## src/thresholded_call_concordance_table_assert.svh

```systemverilog
// Assertion macros used by the concordance table RTL.
`ifndef THRESHOLDED_CALL_CONCORDANCE_TABLE_ASSERT_SVH
`define THRESHOLDED_CALL_CONCORDANCE_TABLE_ASSERT_SVH

// Same-cycle implication, disabled while reset is asserted.
`define TCCT_ASSERT_IMP(label, clk, rst_n, ante, cons) \
	label: assert property (@(posedge clk) disable iff (!(rst_n)) (ante) |-> (cons)) \
		else $error("same-cycle implication failed");

// Next-cycle implication, disabled while reset is asserted.
`define TCCT_ASSERT_NEXT(label, clk, rst_n, ante, cons) \
	label: assert property (@(posedge clk) disable iff (!(rst_n)) (ante) |=> (cons)) \
		else $error("next-cycle implication failed");

`endif

```

## src/tcct_pkg.sv

```systemverilog
// Package with item types and constants of the call concordance table.
`timescale 1ns / 1ps
`default_nettype none
package tcct_pkg;

	localparam int PROB_W = 16;
	localparam int CALL_W = 2;
	localparam int CELL_COUNT_W = 20;
	localparam int TABLE_SIDE = 4;
	localparam int TABLE_CELLS = TABLE_SIDE * TABLE_SIDE;
	localparam int CELL_IDX_W = $clog2(TABLE_CELLS);

	localparam logic [CALL_W-1:0] MISSING_CALL = 2'd3;
	localparam logic [PROB_W-1:0] CALL_THRESHOLD_RESET = 16'd58982;

	// Operation codes carried in the op field.
	localparam logic OP_TALLY = 1'b0;
	localparam logic OP_FINISH = 1'b1;

	typedef struct packed {
		logic op;
		logic [PROB_W-1:0] left_prob_0;
		logic [PROB_W-1:0] left_prob_1;
		logic [PROB_W-1:0] left_prob_2;
		logic [PROB_W-1:0] right_prob_0;
		logic [PROB_W-1:0] right_prob_1;
		logic [PROB_W-1:0] right_prob_2;
	} sample_t;

	typedef struct packed {
		logic [CALL_W-1:0] left_call;
		logic [CALL_W-1:0] right_call;
		logic [CELL_COUNT_W-1:0] cell_count;
		logic last;
	} result_t;

endpackage
`default_nettype wire

```

## src/tcct_call_pick.sv

```systemverilog
// Genotype call of one side: argmax of three probabilities with a threshold.
`timescale 1ns / 1ps
`default_nettype none
module tcct_call_pick (
	input  wire logic [tcct_pkg::PROB_W-1:0] prob_0,
	input  wire logic [tcct_pkg::PROB_W-1:0] prob_1,
	input  wire logic [tcct_pkg::PROB_W-1:0] prob_2,
	input  wire logic [tcct_pkg::PROB_W-1:0] threshold,
	output logic [tcct_pkg::CALL_W-1:0] call
);
	import tcct_pkg::*;

	logic [PROB_W-1:0] best_01;
	logic [CALL_W-1:0] idx_01;
	logic [PROB_W-1:0] best;
	logic [CALL_W-1:0] idx;

	// First stage of the argmax; the lower index wins a tie.
	always_comb begin
		if (prob_1 > prob_0) begin
			best_01 = prob_1;
			idx_01 = 2'd1;
		end else begin
			best_01 = prob_0;
			idx_01 = 2'd0;
		end
	end

	// Second stage of the argmax, again keeping the lower index on a tie.
	always_comb begin
		if (prob_2 > best_01) begin
			best = prob_2;
			idx = 2'd2;
		end else begin
			best = best_01;
			idx = idx_01;
		end
	end

	// A best probability under the threshold makes the call missing.
	assign call = (best < threshold) ? MISSING_CALL : idx;

endmodule
`default_nettype wire

```

## src/thresholded_call_concordance_table.sv

```systemverilog
// Top level of the thresholded call concordance table.
//
// Usage:
// An item is accepted at a rising edge with start high and busy low. A tally
// item (op = 0) classifies the left and right probability sets and bumps one
// saturating counter of the 4x4 table; while busy is low, tallies are taken
// one per cycle and counted on the edge after acceptance. A finish item
// (op = 1) snapshots the table into an unload shift line and clears the table
// in the same edge. The 16 cells then leave in row-major order, one per cycle,
// each marked by result_valid for exactly one cycle; the first goes through
// the input, drain and result registers, and the sixteenth carries last. Busy
// stays high from the cycle after a finish is accepted until the last cell is
// out. The unload shift line and the one-entry input register set this rate.
// The receiver cannot stall: every strobed result is taken.
// Reset clears the table, the pipeline and the unload control, and loads the
// threshold with its default of about 0.9. cfg_we writes cfg_data into the
// threshold; write it only while the block is idle.
`timescale 1ns / 1ps
`default_nettype none
module thresholded_call_concordance_table #(
	parameter int COUNT_BITS = 20
) (
	input  wire logic clk,
	input  wire logic arst_n,
	input  wire logic start,
	output logic busy,
	input  wire tcct_pkg::sample_t sample,
	input  wire logic cfg_we,
	input  wire logic [tcct_pkg::PROB_W-1:0] cfg_data,
	output logic result_valid,
	output tcct_pkg::result_t result
);
	import tcct_pkg::*;

	localparam logic [COUNT_BITS-1:0] COUNT_MAX = {COUNT_BITS{1'b1}};
	localparam logic [CELL_IDX_W-1:0] LAST_CELL = CELL_IDX_W'(TABLE_CELLS - 1);

	logic [PROB_W-1:0] threshold_q;
	logic valid_s1;
	sample_t sample_s1;
	logic [CALL_W-1:0] left_call;
	logic [CALL_W-1:0] right_call;
	logic [CELL_IDX_W-1:0] hit_idx;
	logic tally_s1;
	logic finish_s1;
	logic [COUNT_BITS-1:0] count_q [TABLE_CELLS];
	logic [COUNT_BITS-1:0] unload_q [TABLE_CELLS];
	logic drain_q;
	logic [CELL_IDX_W-1:0] drain_idx_q;
	logic accept;

	assign accept = start && !busy;
	assign busy = (valid_s1 && finish_s1) || drain_q;

	// Threshold register.
	always_ff @(posedge clk or negedge arst_n) begin
		if (!arst_n) begin
			threshold_q <= CALL_THRESHOLD_RESET;
		end else if (cfg_we) begin
			threshold_q <= cfg_data;
		end
	end

	// Input register.
	always_ff @(posedge clk or negedge arst_n) begin
		if (!arst_n) begin
			valid_s1 <= 1'b0;
		end else begin
			valid_s1 <= accept;
		end
	end

	always_ff @(posedge clk) begin
		if (accept) begin
			sample_s1 <= sample;
		end
	end

	// Calls of the two sides.
	tcct_call_pick u_left_pick (
		.prob_0    (sample_s1.left_prob_0),
		.prob_1    (sample_s1.left_prob_1),
		.prob_2    (sample_s1.left_prob_2),
		.threshold (threshold_q),
		.call      (left_call)
	);

	tcct_call_pick u_right_pick (
		.prob_0    (sample_s1.right_prob_0),
		.prob_1    (sample_s1.right_prob_1),
		.prob_2    (sample_s1.right_prob_2),
		.threshold (threshold_q),
		.call      (right_call)
	);

	assign hit_idx = {left_call, right_call};
	assign tally_s1 = valid_s1 && (sample_s1.op == OP_TALLY);
	assign finish_s1 = (sample_s1.op == OP_FINISH);

	// Table counters: each one bumps itself when its cell is hit, saturating; all clear on a finish.
	always_ff @(posedge clk or negedge arst_n) begin
		if (!arst_n) begin
			for (int k = 0; k < TABLE_CELLS; k++) begin
				count_q[k] <= '0;
			end
		end else begin
			for (int k = 0; k < TABLE_CELLS; k++) begin
				priority if (valid_s1 && finish_s1) begin
					count_q[k] <= '0;
				end else if (tally_s1 && (hit_idx == CELL_IDX_W'(k))
						&& (count_q[k] != COUNT_MAX)) begin
					count_q[k] <= count_q[k] + 1'b1;
				end else begin
					count_q[k] <= count_q[k];
				end
			end
		end
	end

	// Unload shift line: loaded from the table on finish, shifted while draining.
	always_ff @(posedge clk) begin
		if (valid_s1 && finish_s1) begin
			for (int k = 0; k < TABLE_CELLS; k++) begin
				unload_q[k] <= count_q[k];
			end
		end else if (drain_q) begin
			for (int k = 0; k < TABLE_CELLS - 1; k++) begin
				unload_q[k] <= unload_q[k + 1];
			end
		end
	end

	// Drain control: walks the 16 cells in row-major order.
	always_ff @(posedge clk or negedge arst_n) begin
		if (!arst_n) begin
			drain_q <= 1'b0;
			drain_idx_q <= '0;
		end else if (valid_s1 && finish_s1) begin
			drain_q <= 1'b1;
			drain_idx_q <= '0;
		end else if (drain_q) begin
			drain_idx_q <= drain_idx_q + 1'b1;
			if (drain_idx_q == LAST_CELL) begin
				drain_q <= 1'b0;
			end
		end
	end

	// Result register: one cell per cycle while draining.
	always_ff @(posedge clk or negedge arst_n) begin
		if (!arst_n) begin
			result_valid <= 1'b0;
		end else begin
			result_valid <= drain_q;
		end
	end

	always_ff @(posedge clk) begin
		if (drain_q) begin
			result.left_call <= drain_idx_q[CELL_IDX_W-1:CALL_W];
			result.right_call <= drain_idx_q[CALL_W-1:0];
			result.cell_count <= CELL_COUNT_W'(unload_q[0]);
			result.last <= (drain_idx_q == LAST_CELL);
		end
	end

`include "thresholded_call_concordance_table_assert.svh"

	`TCCT_ASSERT_NEXT(a_drain_strobes, clk, arst_n, drain_q, result_valid)
	`TCCT_ASSERT_NEXT(a_finish_busy, clk, arst_n, accept && (sample.op == OP_FINISH), busy)
	`TCCT_ASSERT_NEXT(a_last_ends_burst, clk, arst_n, result_valid && result.last, !result_valid)
	`TCCT_ASSERT_IMP(a_last_cell, clk, arst_n, result_valid && result.last,
		(result.left_call == MISSING_CALL) && (result.right_call == MISSING_CALL))

endmodule
`default_nettype wire
```

## config.mk

```make
export PLATFORM = sky130hd
export DESIGN_NAME = thresholded_call_concordance_table
export DESIGN_NICKNAME = d
export VERILOG_FILES = /design/src/tcct_pkg.sv /design/src/tcct_call_pick.sv /design/src/thresholded_call_concordance_table.sv
export VERILOG_INCLUDE_DIRS = /design/src /design/src/src
export SDC_FILE = /design/constraint.sdc
export NUM_CORES = 1
export LEC_CHECK = 0
export ABC_AREA = 0
export BUFFER_PORTS_ARGS = -buffer_cell sky130_fd_sc_hd__clkbuf_2
export CORE_MARGIN = 2
export CORE_UTILIZATION = 38
export CTS_CLUSTER_DIAMETER = 150
export DETAILED_ROUTE_END_ITERATION = 16
export SYNTH_ARGS = -nofsm -noshare
export SYNTH_HDL_FRONTEND = slang
export SYNTH_SLANG_ARGS = --single-unit
```

## constraint.sdc

```tcl
create_clock -name clk -period 30.4 [get_ports clk]
set_input_delay 7.6 -clock clk [delete_from_list [all_inputs] [get_ports clk]]
set_output_delay 7.6 -clock clk [all_outputs]
set_load 0.03 [all_outputs]
```

==> flow_summary.toml, run 1 <==
[clock_network]
clk_latency_ps = 650
cts_tree = "yes"
post-cts-setup-buffers = 0
cts_buffer_depth = 3
post_cts_resize_count = 0
clockRootBuffer = "clkbuf_16"
cts_num_sinks = 785
htreeDepth = 3
cts_buffers = 83
path_clk_slew_ps = 60
postCtsHoldBufs = 0

[timing]
slew-limit-headroom_pct = 4.30
finalHoldViolCount = 0
finalSetupViolCount = 0
period_minus_slack_ps = 10110
final_max_slew_viol_count = 0
max_clock_freq_mhz = 98.9
timing.hold.ws_ps = 417
finalCritPeriodShare_pct = 33.3
worstMarginPinSlew_ps = 1420
rsz0062_at_grt = "no"
fin_skew_ps = 25.7
timing.setup.tns_ps = 0

[detailed_routing]
wl_mm = 88.4
drt_iter0_drc = 1709
vias = 25500
drc_errors = 0
via_per_inst = 5.25
dr.pass1.iters = 5
ant_nets = 0
wl_per_cell_um = 18.2

[global_routing]
grt_first_pass_wirelength_mm = 140
overflow = 0
gr-usage-met3_pct = 2.97
grt_pass1_vias = 25000
grt_usage_pct = 17.2
grt_max_degree = 200
grt-busiest-layer = "met2"
use_met1_pct = 22.5
grt_use_met2_pct = 29.0
antenna_found_initial = 2

[worst_setup_path]
r2r_slack_ps = 21200
cp-start-kind = "flip-flop"
worstPathMaxFanout = 40
crit_type = "flip-flop to output pin"
cp-end-kind = "output pin"
crit_required_ps = 22800
timing.rr.start = "sample_s1[29]"
r2r_cells = 25
arrival_ps = 2510
r2r_end = "count_q[177]"

[placement]
placed_cells = 4705
gp_congestion = 0.807
post-dp-hpwl_mm = 58.9
portBuffers = 143

[finish]
fill_cells = 9266
drive_above_1_share_pct = 15.0
final_core_util_pct = 43.3
final-seq-area_mm2 = 0.0219
num-nets-final = 3731
layout.cells.non_filler = 4861
syn_to_final_growth_pct = 12.6
multi_input_area_mm2 = 0.0150

[logic_synthesis]
synth-edff-count = 442
yosysUniqueCellTypes = 85
syn_area_mm2 = 0.0378
ys.flop_type = "edfxtp_1"
synth.area.top_cells = "edfxtp_1 (35%), dfrtp_1 (22%), nand2_1 (5.4%), mux2_2 (5.3%), ha_1 (3.7%)"
yosys.area.top_type_share_pct = 35.1
syn-num-nets = 3628
yosysMostFrequentCell = "nand2_1"
synth-seq-cells = 785
ys_seq_area_share_pct = 57.9
synthCells = 3400
synthTopCellsByCount = "nand2_1 (539), edfxtp_1 (442), dfrtp_1 (334)"
ys_warn_count = 0
avgSynthCellArea_um2 = 11.1
async_flop_share_pct = 43.7
synth_top_area_cell = "edfxtp_1"

[pwr]
power.density_mw_per_mm2 = 80.5
leakage_nw = 18.0
total_power_mw = 3.43
irDropWorstVdd_mv = 0.0739

[floorplan]
fp.dieW_um = 319
fp.dieH_um = 319
start_util_pct = 38.4
io_pins = 144
core_area_mm2 = 0.0984
rows = 115
die_area_mm2 = 0.102

[run_status]
status = "complete, no violations"

[hold_path]
hp-start = "unload_q[0][5]"
hold_path_class = "flip-flop to flip-flop"
whs_endpoint = "result[6]"
whs_path_depth = 0

[run]
max_cap_viol_count = 0
[per-layer routing]
| layer | up-vias | wire length [µm] | part of all wire, % |
|---|---|---|---|
| met5 | - | 15 | 0.017 |
| met4 | 2 | 2370 | 2.7 |
| met3 | 137 | 3770 | 4.3 |
| met2 | 497 | 43200 | 49 |
| met1 | 12400 | 39100 | 44 |
| li1 | 12400 | - | - |
[critical path: stages, from the launching register on]
cell and delay, ps:
dfrtp_1 320, buf_4 370, inv_1 310, nand2_4 530
clkbuf_2 320
[cell families (layout without fill, tap and decap cells)]
group	Yosys count	in the layout	synth area share, %
and+or+nand+nor	1424	1424	18.0
DFF	785	785	57.9
AOI/OAI and AO/OA	415	415	7.00
buffers and inverters	258	431	2.67
muxes	246	246	7.10
xor gates and xnor gates	161	161	3.73
adders and majority gates	111	111	3.67
other	0	1	0
[where the power goes]
group | switching [mW] | internal (mW)
Combinational | 0.558 | 0.275
Clock | 0.431 | 0.592
Sequential | 0.0912 | 1.48
Total | 1.08 | 2.35
[cells in the final DEF (no fill, tap or decap), types with 39 or more instances in the layout]
cell / count
mux2i_1: 69
nand4_1: 93
edfxtp_1: 442
and2_1: 39
o21ai_0: 119
nand2_1: 537
clkbuf_2: 142
and3_1: 77
xor2_1: 42
a21oi_1: 142
ha_1: 111
xnor2_1: 119
nand3_1: 136
nor4_1: 55
inv_1: 103
nor3_1: 86
mux2_2: 177
nor2_1: 281
dfrtp_1: 334
clkbuf_16: 83
[stage by stage]
step	cell area (µm²)	setup slack (ps)
after global placement	39800	20330
after detailed placement	39800	20340
after CTS	42600	20150
after global routing	42600	20080
after floorplan	37800	15220
final	42600	20290
[cell type report]
type	count	area share, %
sequential	785	51.4
multi-input combinational	2357	35.1
clock buffer	117	5.39
tap	1287	3.78
timing repair buffer	172	2.30
clock inverter	38	1.06
inverter	104	0.935
antenna	1	0.00588
[sequential cells by signal (all words and copies together) (netlist names)]
signal,cells
sample_s1,96
result_valid,1
drain_q,1
valid_s1,1
drain_idx_q,4
count_q,320
finish_s1,1
unload_q,320
result,25
threshold_q,16
[worst max path at each step]
stage                 start           end  slack [ps]  cells past startpoint
floorplan           drain_q          busy       15220                      2
global placement     arst_n  count_q[292]       20330                      3
detailed placement   arst_n  count_q[274]       20340                      3
CTS                 drain_q          busy       20150                      4
global route        drain_q          busy       20080                      4
finish              drain_q          busy       20290                      4
Power figures use the tool's default switching activity.
==> run 2: changes to the inputs <==
- clock period: 30.4 -> 9.9 ns (I/O delays scaled with it)
==> run 2 against run 1 <==
Effect of this change:
- wire length rose by 3.2%
- critical path depth increased by 22
- clock-buffer cell count rose by 9
- clock power rose to 3.3 times the previous value
- global-route usage rose by 0.76 points
- register-to-register slack worse by 20000 ps
- utilization grew 0.29 points
==> flow_summary.toml, run 2 (same netlist as run 1, synthesis figures left out) <==
[timing]
finalHoldViolCount = 0
timing.hold.ws_ps = 415
finalCritPeriodShare_pct = 90.3
final_max_slew_viol_count = 0
worstMarginPinSlew_ps = 1200
fin_skew_ps = 33.0
rsz0062_at_grt = "no"
finalSetupViolCount = 0
slew-limit-headroom_pct = 19.2
period_minus_slack_ps = 8940
max_clock_freq_mhz = 112
timing.setup.tns_ps = 0

[worst_setup_path]
cp-end-kind = "flip-flop"
slowest_stage = "nor4_4"
worstPathMaxFanout = 41
cpPeakStageDelay_ps = 830
timing.rr.start = "sample_s1[30]"
crit_top_cell = "ha_1"
startpoint = "sample_s1[30]"
arrival_ps = 9490
crit_required_ps = 10440
cp-start-kind = "flip-flop"
crit_type = "flip-flop to flip-flop"

[floorplan]
fp.dieH_um = 319
start_util_pct = 38.4
die_area_mm2 = 0.102
rows = 115
fp.dieW_um = 319
core_area_mm2 = 0.0984
io_pins = 144

[global_routing]
grt_use_met2_pct = 29.5
grt-busiest-layer = "met2"
gr-usage-met3_pct = 2.65
grt_pass1_vias = 25300
grt_usage_pct = 18.0
use_met1_pct = 24.2
antenna_found_initial = 0
grt_max_degree = 187
overflow = 0
grt_first_pass_wirelength_mm = 146

[pwr]
irDropWorstVdd_mv = 0.163
total_power_mw = 10.8
leakage_nw = 18.1
power.density_mw_per_mm2 = 252

[detailed_routing]
wl_mm = 91.2
dr.pass1.iters = 5
via_per_inst = 5.29
ant_nets = 0
drt_iter0_drc = 2175
vias = 25800
wl_per_cell_um = 18.7
drc_errors = 0

[finish]
most-common-layout-cells = "nand2_1 (537), edfxtp_1 (442), dfrtp_1 (334), nor2_1 (281), mux2_2 (177)"
num_antenna_cells = 0
drive_above_1_share_pct = 15.2
final_core_util_pct = 43.5
num-nets-final = 3738
reg_top3 = "count_q (320), unload_q (320), sample_s1 (96)"
stdcell_area_mm2 = 0.0429
final_common_cell = "nand2_1"
syn_to_final_growth_pct = 13.4

[placement]
gp_congestion = 0.832
portBuffers = 143
dpl_cell_area_mm2 = 0.0398
post-dp-hpwl_mm = 61.1

[clock_network]
htreeDepth = 3
cts_num_sinks = 785
postCtsHoldBufs = 0
path_clk_slew_ps = 60
cts_tree = "yes"
cts_buffers = 88
clk_latency_ps = 670
post_cts_resize_count = 0
clockRootBuffer = "clkbuf_16"
post-cts-setup-buffers = 0
cts_buffer_depth = 3

[hold_path]
hold_path_class = "flip-flop to flip-flop"
hp-start = "unload_q[0][2]"

[run]
max_cap_viol_count = 0

[run_status]
status = "complete, no violations"
[run 2: area by class of cell]
cell class                      instances  area (µm²)
Sequential cell                       785       21900
Multi-Input combinational cell       2357       15000
Timing Repair Buffer                  174         996
Fill cell                            9225       55600
Tap cell                             1287        1610
Inverter                              104         398
Clock buffer                          126        2500
Clock inverter                         39         514
[run 2: where the power goes]
part,internal (mW),switching [mW],total (mW)
registers,4.54,0.289,4.83
logic,0.849,1.73,2.57
clock network,2.01,1.38,3.38
total,7.40,3.39,10.8
[run 2: worst paths after layout]
path,end,slack (ps),depth (start not counted)
max reg2reg,count_q[5],960,26
min in group asynchronous,count_q[100],1800,1
min,result[3],420,0
max in group asynchronous,threshold_q[4],6520,2
max,count_q[5],960,26
min reg2reg,result[3],420,0
[run 2: worst max-delay path: cells and delay by family (launching register included)]
family                     cells  cell delay (ps)
DFF                            1              400
AOI/OAI and AO/OA             11             3240
buffers and inverters          2              720
muxes                          1              430
adders and majority gates      3              920
and+or+nand+nor                9             3050
[run 2: per-stage QoR]
| stage | setup WS (ps) | instances |
|---|---|---|
| 2_1_floorplan | 2590 | 3400 |
| 3_3_place_gp | 1210 | 4707 |
| 3_5_place_dp | 1030 | 4707 |
| 4_1_cts | 949 | 4872 |
| 5_1_grt | 263 | 4872 |
| 6_report | 956 | 4872 |
[run 2: routing by layer]
layer	vias to the layer above	part of all wire, %
li1	12500	-
met1	12600	45
met2	563	48
met3	159	3.9
met4	0	3.5
met5	-	0
